**src/hw/rtl/ps2_mouse_cursor_tracker_defines.svh**
```systemverilog
// ----------------------------------------------------------------------------
// PS/2 mouse cursor tracker assertion macros
// Checks are sampled on the rising edge of clock and held off during reset.
// ----------------------------------------------------------------------------
`ifndef PS2_MOUSE_CURSOR_TRACKER_DEFINES_SVH
`define PS2_MOUSE_CURSOR_TRACKER_DEFINES_SVH

// condition holds at every edge outside reset
`define PMCT_ASSERT_ALWAYS(label, cond) \
   label: assert property (@(posedge clock) disable iff (reset) (cond)) \
      else $error("pmct assertion failed");

// consequent holds in the cycle after the antecedent
`define PMCT_ASSERT_NEXT(label, ante, cons) \
   label: assert property (@(posedge clock) disable iff (reset) (ante) |=> (cons)) \
      else $error("pmct assertion failed");

`endif

```
**src/hw/rtl/pmct_pkg.sv**
```systemverilog
// ----------------------------------------------------------------------------
// PS/2 mouse cursor tracker package
// Shared widths, types, register indexes and reset values.
// ----------------------------------------------------------------------------
package pmct_pkg;

   localparam int COORD_W     = 10;
   localparam int BYTE_W      = 8;
   localparam int CSR_INDEX_W = 2;

   typedef logic [COORD_W-1:0]     coord_type;
   typedef logic [BYTE_W-1:0]      byte_type;
   typedef logic [CSR_INDEX_W-1:0] csr_index_type;

   // register indexes
   localparam csr_index_type CSR_X_LIMIT = 2'd0;
   localparam csr_index_type CSR_Y_LIMIT = 2'd1;

   // header byte bits
   localparam int HDR_SYNC_BIT  = 3;
   localparam int HDR_LEFT_BIT  = 0;
   localparam int HDR_RIGHT_BIT = 1;

   localparam coord_type X_LIMIT_RESET = 10'd319;
   localparam coord_type Y_LIMIT_RESET = 10'd239;
   localparam coord_type POS_X_RESET   = 10'd160;
   localparam coord_type POS_Y_RESET   = 10'd120;

endpackage

```
**src/hw/rtl/pmct_axis_sat.sv**
```systemverilog
// ----------------------------------------------------------------------------
// Cursor axis update
// Applies a signed 8-bit delta to one coordinate and clamps to 0..limit.
// ----------------------------------------------------------------------------
module pmct_axis_sat (
   input  pmct_pkg::coord_type pos,
   input  pmct_pkg::byte_type  delta,
   input  logic                subtract,
   input  pmct_pkg::coord_type limit,
   output pmct_pkg::coord_type pos_new
);

   logic signed [pmct_pkg::COORD_W+1:0] pos_ext;
   logic signed [pmct_pkg::COORD_W+1:0] delta_ext;
   logic signed [pmct_pkg::COORD_W+1:0] sum;

   assign pos_ext   = {2'b00, pos};
   assign delta_ext = {{(pmct_pkg::COORD_W+2-pmct_pkg::BYTE_W){delta[pmct_pkg::BYTE_W-1]}},
                       delta};
   assign sum       = subtract ? (pos_ext - delta_ext) : (pos_ext + delta_ext);

   always_comb begin
      if (sum[pmct_pkg::COORD_W+1]) begin
         pos_new = '0;
      end else if (sum[pmct_pkg::COORD_W:0] > {1'b0, limit}) begin
         pos_new = limit;
      end else begin
         pos_new = sum[pmct_pkg::COORD_W-1:0];
      end
   end

endmodule

```
**src/hw/rtl/ps2_mouse_cursor_tracker.sv**
```systemverilog
// ----------------------------------------------------------------------------
// PS/2 mouse cursor tracker
// A result is presented in the cycle after the third packet byte's transfer.
// Throughput: one byte per cycle unless a held result stalls; the output register frees itself
// in the cycle its result is taken, so bytes keep flowing while a result is handed over.
// Reset (synchronous): packet sync cleared, cursor at 160,120, limits 319 and 239.
// ----------------------------------------------------------------------------
`include "ps2_mouse_cursor_tracker_defines.svh"

module ps2_mouse_cursor_tracker (
   input  logic                      clock,
   input  logic                      reset,
   input  logic                      req_valid,
   output logic                      req_ready,
   input  pmct_pkg::byte_type        req_data_byte,
   output logic                      rsp_valid,
   input  logic                      rsp_ready,
   output pmct_pkg::coord_type       rsp_cursor_x,
   output pmct_pkg::coord_type       rsp_cursor_y,
   output logic                      rsp_left_pressed,
   output logic                      rsp_right_pressed,
   input  logic                      csr_valid,
   output logic                      csr_ready,
   input  pmct_pkg::csr_index_type   csr_index,
   input  pmct_pkg::coord_type       csr_data
);

   typedef enum logic [1:0] {
      BP_HEADER,
      BP_DX,
      BP_DY
   } byte_pos_type;

   byte_pos_type        byte_pos_ff, byte_pos_in;
   pmct_pkg::byte_type  header_ff, header_in;
   pmct_pkg::byte_type  dx_ff, dx_in;
   pmct_pkg::coord_type pos_x_ff, pos_x_in;
   pmct_pkg::coord_type pos_y_ff, pos_y_in;
   pmct_pkg::coord_type x_limit_ff, x_limit_in;
   pmct_pkg::coord_type y_limit_ff, y_limit_in;
   logic                rsp_valid_ff, rsp_valid_in;
   pmct_pkg::coord_type rsp_x_ff;
   pmct_pkg::coord_type rsp_y_ff;
   logic                rsp_left_ff;
   logic                rsp_right_ff;

   logic                req_xfer;
   logic                packet_done;
   pmct_pkg::coord_type x_new;
   pmct_pkg::coord_type y_new;

   assign req_ready = !rsp_valid_ff || rsp_ready;
   assign req_xfer  = req_valid && req_ready;
   assign csr_ready = 1'b1;

   pmct_axis_sat u_sat_x (
      .pos      (pos_x_ff),
      .delta    (dx_ff),
      .subtract (1'b0),
      .limit    (x_limit_ff),
      .pos_new  (x_new)
   );

   // up reduces y
   pmct_axis_sat u_sat_y (
      .pos      (pos_y_ff),
      .delta    (req_data_byte),
      .subtract (1'b1),
      .limit    (y_limit_ff),
      .pos_new  (y_new)
   );

   always_comb begin
      byte_pos_in  = byte_pos_ff;
      header_in    = header_ff;
      dx_in        = dx_ff;
      pos_x_in     = pos_x_ff;
      pos_y_in     = pos_y_ff;
      packet_done  = 1'b0;
      if (req_xfer) begin
         unique case (byte_pos_ff)
            BP_DX: begin
               dx_in       = req_data_byte;
               byte_pos_in = BP_DY;
            end
            BP_DY: begin
               pos_x_in    = x_new;
               pos_y_in    = y_new;
               packet_done = 1'b1;
               byte_pos_in = BP_HEADER;
            end
            default: begin
               // header slot, also taken for the unused position code
               if (req_data_byte[pmct_pkg::HDR_SYNC_BIT]) begin
                  header_in   = req_data_byte;
                  byte_pos_in = BP_DX;
               end else begin
                  byte_pos_in = BP_HEADER;
               end
            end
         endcase
      end
      rsp_valid_in = packet_done || (rsp_valid_ff && !rsp_ready);
   end

   always_comb begin
      x_limit_in = x_limit_ff;
      y_limit_in = y_limit_ff;
      if (csr_valid && csr_ready) begin
         unique case (csr_index)
            pmct_pkg::CSR_X_LIMIT: x_limit_in = csr_data;
            pmct_pkg::CSR_Y_LIMIT: y_limit_in = csr_data;
            default: ;
         endcase
      end
   end

   always_ff @(posedge clock) begin
      if (reset) begin
         byte_pos_ff  <= BP_HEADER;
         header_ff    <= '0;
         dx_ff        <= '0;
         pos_x_ff     <= pmct_pkg::POS_X_RESET;
         pos_y_ff     <= pmct_pkg::POS_Y_RESET;
         x_limit_ff   <= pmct_pkg::X_LIMIT_RESET;
         y_limit_ff   <= pmct_pkg::Y_LIMIT_RESET;
         rsp_valid_ff <= 1'b0;
      end else begin
         byte_pos_ff  <= byte_pos_in;
         header_ff    <= header_in;
         dx_ff        <= dx_in;
         pos_x_ff     <= pos_x_in;
         pos_y_ff     <= pos_y_in;
         x_limit_ff   <= x_limit_in;
         y_limit_ff   <= y_limit_in;
         rsp_valid_ff <= rsp_valid_in;
      end
      if (packet_done) begin
         rsp_x_ff     <= x_new;
         rsp_y_ff     <= y_new;
         rsp_left_ff  <= header_ff[pmct_pkg::HDR_LEFT_BIT];
         rsp_right_ff <= header_ff[pmct_pkg::HDR_RIGHT_BIT];
      end
   end

   assign rsp_valid         = rsp_valid_ff;
   assign rsp_cursor_x      = rsp_x_ff;
   assign rsp_cursor_y      = rsp_y_ff;
   assign rsp_left_pressed  = rsp_left_ff;
   assign rsp_right_pressed = rsp_right_ff;

   // a pending result always mirrors the tracked position
   `PMCT_ASSERT_ALWAYS(a_rsp_tracks_pos,
      !rsp_valid_ff || (rsp_x_ff == pos_x_ff && rsp_y_ff == pos_y_ff))
   // a stored header always carried the sync bit
   `PMCT_ASSERT_ALWAYS(a_header_synced,
      byte_pos_ff != BP_DX || header_ff[pmct_pkg::HDR_SYNC_BIT])
   // third byte transfer produces a result
   `PMCT_ASSERT_NEXT(a_third_byte_result,
      req_xfer && byte_pos_ff == BP_DY, rsp_valid_ff)
   // other bytes never invent a result
   `PMCT_ASSERT_NEXT(a_no_spurious_result,
      !rsp_valid_ff && !(req_xfer && byte_pos_ff == BP_DY), !rsp_valid_ff)

endmodule

```
**config.mk**
```make
export PLATFORM = sky130hd
export DESIGN_NAME = ps2_mouse_cursor_tracker
export DESIGN_NICKNAME = d
export VERILOG_FILES = /design/src/hw/rtl/pmct_pkg.sv /design/src/hw/rtl/pmct_axis_sat.sv /design/src/hw/rtl/ps2_mouse_cursor_tracker.sv
export VERILOG_INCLUDE_DIRS = /design/src /design/src/hw/rtl
export SDC_FILE = /design/constraint.sdc
export NUM_CORES = 1
export LEC_CHECK = 0
export BUFFER_PORTS_ARGS = -buffer_cell sky130_fd_sc_hd__buf_2
export CAP_MARGIN = 20
export CORE_MARGIN = 10
export CORE_UTILIZATION = 30
export CTS_BUF_LIST = sky130_fd_sc_hd__clkbuf_4
export DETAILED_ROUTE_END_ITERATION = 8
export RECOVER_POWER = 100
export REMOVE_ABC_BUFFERS = 1
export SYNTH_ARGS = -nofsm -noshare
export SYNTH_HDL_FRONTEND = slang
export SYNTH_SLANG_ARGS = --single-unit
```
**constraint.sdc**
```tcl
create_clock -name clock -period 4.85 [get_ports clock]
set_input_delay 0.485 -clock clock [delete_from_list [all_inputs] [get_ports clock]]
set_output_delay 0.485 -clock clock [all_outputs]
set_load 0.02 [all_outputs]
```
### Word level (Yosys, flattened, before mapping)

Cells that the tools add are included.

| storage, ports and cells | value |
|---|---|
| register bits after elaboration | 75 |
| output and inout bits | 25 |

| operators by class | value |
|---|---|
| eq/ne operators | 3 |
| reduce and logical (&&, ||, !) cells | 13 |
| bitwise operators | 1 |
| magnitude comparators | 2 |
| multiplexer cells | 8 |
| add/subtract/negate cells | 2 |

Operator list:

| cell | number |
|---|---|
| 2-to-1 mux 10 bit | 4 |
| greater-than comparator 11 x 10 -> 1 bit | 2 |
| adder 11 x 8 -> 12 bit | 1 |
| subtractor 11 x 8 -> 12 bit | 1 |
| AND reduction 2 bit | 4 |
| equality test 2 x 1 -> 1 bit, second input constant | 2 |
| one-hot mux 2 bit (2 select lines) | 1 |
| 2-to-1 mux 1 bit | 3 |
| AND reduction 3 bit | 1 |
| equality test 2 bit, second input constant | 1 |
| logical AND 1 bit | 2 |
| zero test 1 bit | 2 |
| zero test 2 bit | 1 |
| logical OR 1 bit | 2 |
| OR reduction 2 bit | 1 |
| NOT 1 bit | 1 |

### Depth between registers and ports, before layout

| logic depth | value |
|---|---|
| depth after elaboration | 5 |
| depth in mapped cells | 17 |
| gate-level depth less buffers | 16 |

### Modules after synthesis

Synthesis repeated with hierarchy kept, for this count alone.

| unflattened totals | value |
|---|---|
| cells, all modules | 582 |
| area, all modules | 5139.9 um^2 |

Modules (own cells, without submodules):

| module | seq. area each (um^2) | area an instance (um^2) | times used | cells an instance |
|---|---|---|---|---|
| ps2_mouse_cursor_tracker | 1721.7 | 2835.2 | 1 | 259 |
| pmct_axis_sat at u_sat_x | 0.0 | 1156.1 | 1 | 161 |
| pmct_axis_sat at u_sat_y | 0.0 | 1148.6 | 1 | 162 |

### Worst setup path before layout

OpenSTA, ideal clock, no wires.

| path | value |
|---|---|
| path kind | register to register |
| start | reg dx_ff[0] |
| end | reg rsp_x_ff[5] (netlist: rsp_cursor_x[5]) (data pin) |
| setup time | 0.266 ns |
| cell stages (with the launch flop) | 17 |
| data arrival time | 3.105 ns |
| buffers on the path | 1 |
| slack | 1.479 ns |
| cell sequence | dfxtp_1 ha_1 inv_1 fa_1 nor2b_1 o31a_1 o21a_1 nor2_1 xnor2_1 ha_1 nand4_1 o32ai_1 a21oi_4 nor4b_2 buf_6 mux2i_1 nor2_1 |

| on the way | value |
|---|---|
| longest elaborated chain between the ends | 4 |

Ends and longest elaborated chain:

| item | line | source |
|---|---|---|
| start, declared | ps2_mouse_cursor_tracker.sv:36 | `pmct_pkg::byte_type dx_ff, dx_in;` |
| start signal, assigned | ps2_mouse_cursor_tracker.sv:131 | `dx_ff <= dx_in;` |
| adder 11 x 8 -> 12 bit * | pmct_axis_sat.sv:20 | `assign sum = subtract ? (pos_ext - delta_ext) : (pos_ext + delta_ext);` |
| greater-than comparator 11 x 10 -> 1 bit | pmct_axis_sat.sv:25 | `end else if (sum[pmct_pkg::COORD_W:0] > {1'b0, limit}) begin` |
| 2-to-1 mux 10 bit | pmct_axis_sat.sv:25 |  |
| 2-to-1 mux 10 bit * | pmct_axis_sat.sv:23 | `if (sum[pmct_pkg::COORD_W+1]) begin` |
| named net u_sat_x.pos_new[5] | pmct_axis_sat.sv:10 | `output pmct_pkg::coord_type pos_new` |
| end signal, assigned | ps2_mouse_cursor_tracker.sv:139 | `rsp_x_ff <= x_new;` |
| end, declared | ps2_mouse_cursor_tracker.sv:42 | `pmct_pkg::coord_type rsp_x_ff;` |

The timed path passes the listed nets; every way through them passes the cells marked *.
A chain may end at the register's enable or synchronous reset.

### Final worst setup path

| path | value |
|---|---|
| start | reg pos_x_ff[0] |
| end | reg rsp_x_ff[5] (netlist: rsp_cursor_x[5]) (data pin) |

| on the way | value |
|---|---|
| longest elaborated chain between the ends | 4 |

Ends and longest elaborated chain:

| item | line | source |
|---|---|---|
| start, declared | ps2_mouse_cursor_tracker.sv:37 | `pmct_pkg::coord_type pos_x_ff, pos_x_in;` |
| start signal, assigned | ps2_mouse_cursor_tracker.sv:123 | `pos_x_ff <= pmct_pkg::POS_X_RESET;` |
| start signal, assigned | ps2_mouse_cursor_tracker.sv:132 | `pos_x_ff <= pos_x_in;` |
| adder 11 x 8 -> 12 bit * | pmct_axis_sat.sv:20 |  |
| greater-than comparator 11 x 10 -> 1 bit | pmct_axis_sat.sv:25 |  |
| 2-to-1 mux 10 bit | pmct_axis_sat.sv:25 |  |
| 2-to-1 mux 10 bit * | pmct_axis_sat.sv:23 |  |
| named net u_sat_x.pos_new[5] | pmct_axis_sat.sv:10 |  |

Marked as above.

==> metrics.yaml <==
status: "completed"
ys_async_sr_fraction: 0
grt_max_degree: 48
antenna_found_initial: 3
htreeDepth: 3
max_stage_delay_ns: 0.57
crit_end: "rsp_cursor_x[5]"
yosysSeqAreaShare: 0.3933
fmax_mhz: 231.2
io_buffers: 48
cp-start-kind: "flip-flop"
clkLatencyLatePin_ns: 0.45
critPathRequiredTime_ns: 5.05
grt_pass1_wl_mm: 18.35
remaining_drc_errors: 0
cts-resized-gates: 0
wl_per_cell_microns: 15.66
ys_ff_latch: 75
cts_setup_buffers: 0
synth_top_cell_by_area: "dfxtp_1"
r2r_slack_ns: 0.52
layout.nets: 608
worst_pin_slew_ns: 1.131
hold_viol: 0
finalSetupTns_ns: 0
ir_drop_mv: 0.1029
power.density_nw_per_um2: 257.8
reg2reg_depth: 16
dieArea_sq_um: 19820
path_max_fanout: 10
die_w_microns: 140.8
critPathTopFamily: "adder cells"
synth_top_area_frac: 0.2424
critPathCaptureType: "flip-flop"
dp_hpwl_mm: 8.795
grt_pass1_vias: 3737
drive_above_1_share: 0.08672
fp.coreArea_sq_um: 14420
critPathBufInv: 2
cts_hold_buf: 0
layout_commonest_cell: "nor2_1"
grt-ovfl-total: 0
synth_area_sq_um: 4378
yosys_warnings: 0
period_share: 0.8918
ant_nets: 0
synth.area.top_cells: "dfxtp_1 (24%), edfxtp_1 (15%), ha_1 (13%)"
p_total_uw: 1257
wirelength_mm: 11.39
critPathKind: "reg -> reg"
synth.avg_cell_area_sq_um: 8.898
cap_violations: 0
dp_cells: 709
routed_via_density: 5.063
cp_cell_sequence: "ha_1, inv_1, fa_1, nor2b_1, o31a_1, o21a_1, nor2_1, xnor2_1, ha_1, nand4_1, o32ai_1, a21oi_4, nor4b_2, clkbuf_1, mux2i_1, nor2_1"
slew_headroom: 0.2452
area_delta_synth_final_pct: 11.40
num_vias: 3681
synth_flop_cell: "dfxtp_1"
rsz0062_at_grt: "false"
p_leak_uw: 0.002110
min_period_ns: 4.325
final_cells: 727
cts_buffers: 9
netlist_instances: 492
start_util: 0.3035
cts.sink_count: 75
mostFrequentLayoutCells: "nor2_1 (61), dfxtp_1 (53), inv_1 (45)"
rows: 44
synth_edf_count: 22
clockBufferDepth: 2
first_iter_violations: 260
gp_congestion: 0.8977
clkSlewWorstSetupHoldPaths_ns: 0.11
cts_tree: "yes"
path_depth: 16
crit_slowest_cell: "clkbuf_1"
crit_path_start: "pos_x_ff[0]"
cp.arrival_ns: 4.53
hold_class: "in -> reg"
synth_cell_types: 52
die_h_microns: 140.8
setup-violations-final: 0
drv_slew: 0
grt.total_usage: 0.1146
r2r_end: "rsp_cursor_x[5]"
clockRootBuffer: "clkbuf_4"
finClkSkew_ns: 0.006029
num_io_pins: 50
r2r_start: "pos_x_ff[0]"
first_pass_iters: 4
## through the flow
stage | utilization | setup slack (ns) | hold WS [ns] | instance area (sq um)
floorplan | - | 0.8995 | 0.4080 | 4288
CTS | 0.3405 | 0.9033 | 0.2539 | 4911
global placement | 0.3323 | 0.8068 | 0.4161 | 4793
finish | 0.3381 | 0.5247 | 0.2658 | 4877
global route | 0.3381 | 0.2952 | 0.2578 | 4877
detailed placement | 0.3323 | 0.6838 | 0.4362 | 4793
## metal layers
layer	global-route usage	wire length (microns)	up-vias
met5	0	27	-
met4	0.06196	311	4
met3	0.02822	699	27
met2	0.1867	5223	91
met1	0.1354	5124	1734
li1	-	-	1825
## cell usage after synthesis (all sizes together) (3+ instances only)
master   n
xor2     3
inv     45
xnor2    9
a211oi   4
o21a     5
nor2b    5
dfxtp   53
edfxtp  22
mux2i   22
nand2   44
a21o     4
or4      3
nor2    61
nand3   11
buf      4
nand4    7
o21ai   27
a21oi   44
clkbuf  15
a211o   14
nand2b   3
ha      44
nand3b   3
o31ai   11
## sequential cells by signal, indices dropped and copies added, names as in the netlist, 8 cells and up
name          flops
rsp_cursor_y     10
x_limit_ff       10
y_limit_ff       10
pos_y_ff         10
dx_ff             8
pos_x_ff         10
rsp_cursor_x     10
## final cells by class
type,count,area (sq um)
fill,1499,9547
multi-input combinational,353,2397
sequential,75,1722
timing repair buffer,53,239.0
tap,184,230.2
inverter,45,168.9
clock buffer,15,112.6
clock inverter,1,5.005
antenna,1,2.502
## worst reg2reg max path, cell delays in order, from the launching register on
cell	delay, ns
dfxtp_1	0.37
ha_1	0.21
inv_1	0.08
fa_1	0.42
nor2b_1	0.18
o31a_1	0.25
o21a_1	0.14
nor2_1	0.04
xnor2_1	0.15
ha_1	0.31
nand4_1	0.17
o32ai_1	0.48
a21oi_4	0.05
nor4b_2	0.23
clkbuf_1	0.57
mux2i_1	0.38
nor2_1	0.07
## cells by family (layout without fill, tap and decap cells)
| group | Yosys count | after routing | share of synthesized area |
|---|---|---|---|
| DFF | 75 | 75 | 0.3933 |
| AOI/OAI and AO/OA | 123 | 123 | 0.1821 |
| xor gates and xnor gates | 12 | 12 | 0.02401 |
| muxes | 22 | 22 | 0.05030 |
| buffers and inverters | 64 | 114 | 0.05916 |
| other | 1 | 2 | 0.0008566 |
| adders and majority gates | 46 | 46 | 0.1349 |
| and+or+nand+nor | 149 | 149 | 0.1555 |
## worst min-delay path by stage
stage | depth (start not counted) | from | slack [ns] | end
4_1_cts | 2 | csr_data[8] | 0.25 | x_limit_ff[8]
3_3_place_gp | 0 | header_ff[0] | 0.42 | rsp_left_pressed
2_1_floorplan | 0 | header_ff[0] | 0.41 | rsp_left_pressed
5_1_grt | 2 | csr_data[7] | 0.26 | y_limit_ff[7]
3_5_place_dp | 0 | header_ff[1] | 0.44 | rsp_right_pressed
6_report | 2 | csr_data[7] | 0.27 | y_limit_ff[7]
## power breakdown
| group | switching (uW) | internal, uW | leakage [uW] | total (uW) |
|---|---|---|---|---|
| clock network | 215 | 140 | 0.0000729 | 355 |
| logic | 139 | 89.2 | 0.00141 | 228 |
| registers | 9.75 | 664 | 0.000630 | 674 |
(Power assumes the default switching activity.)
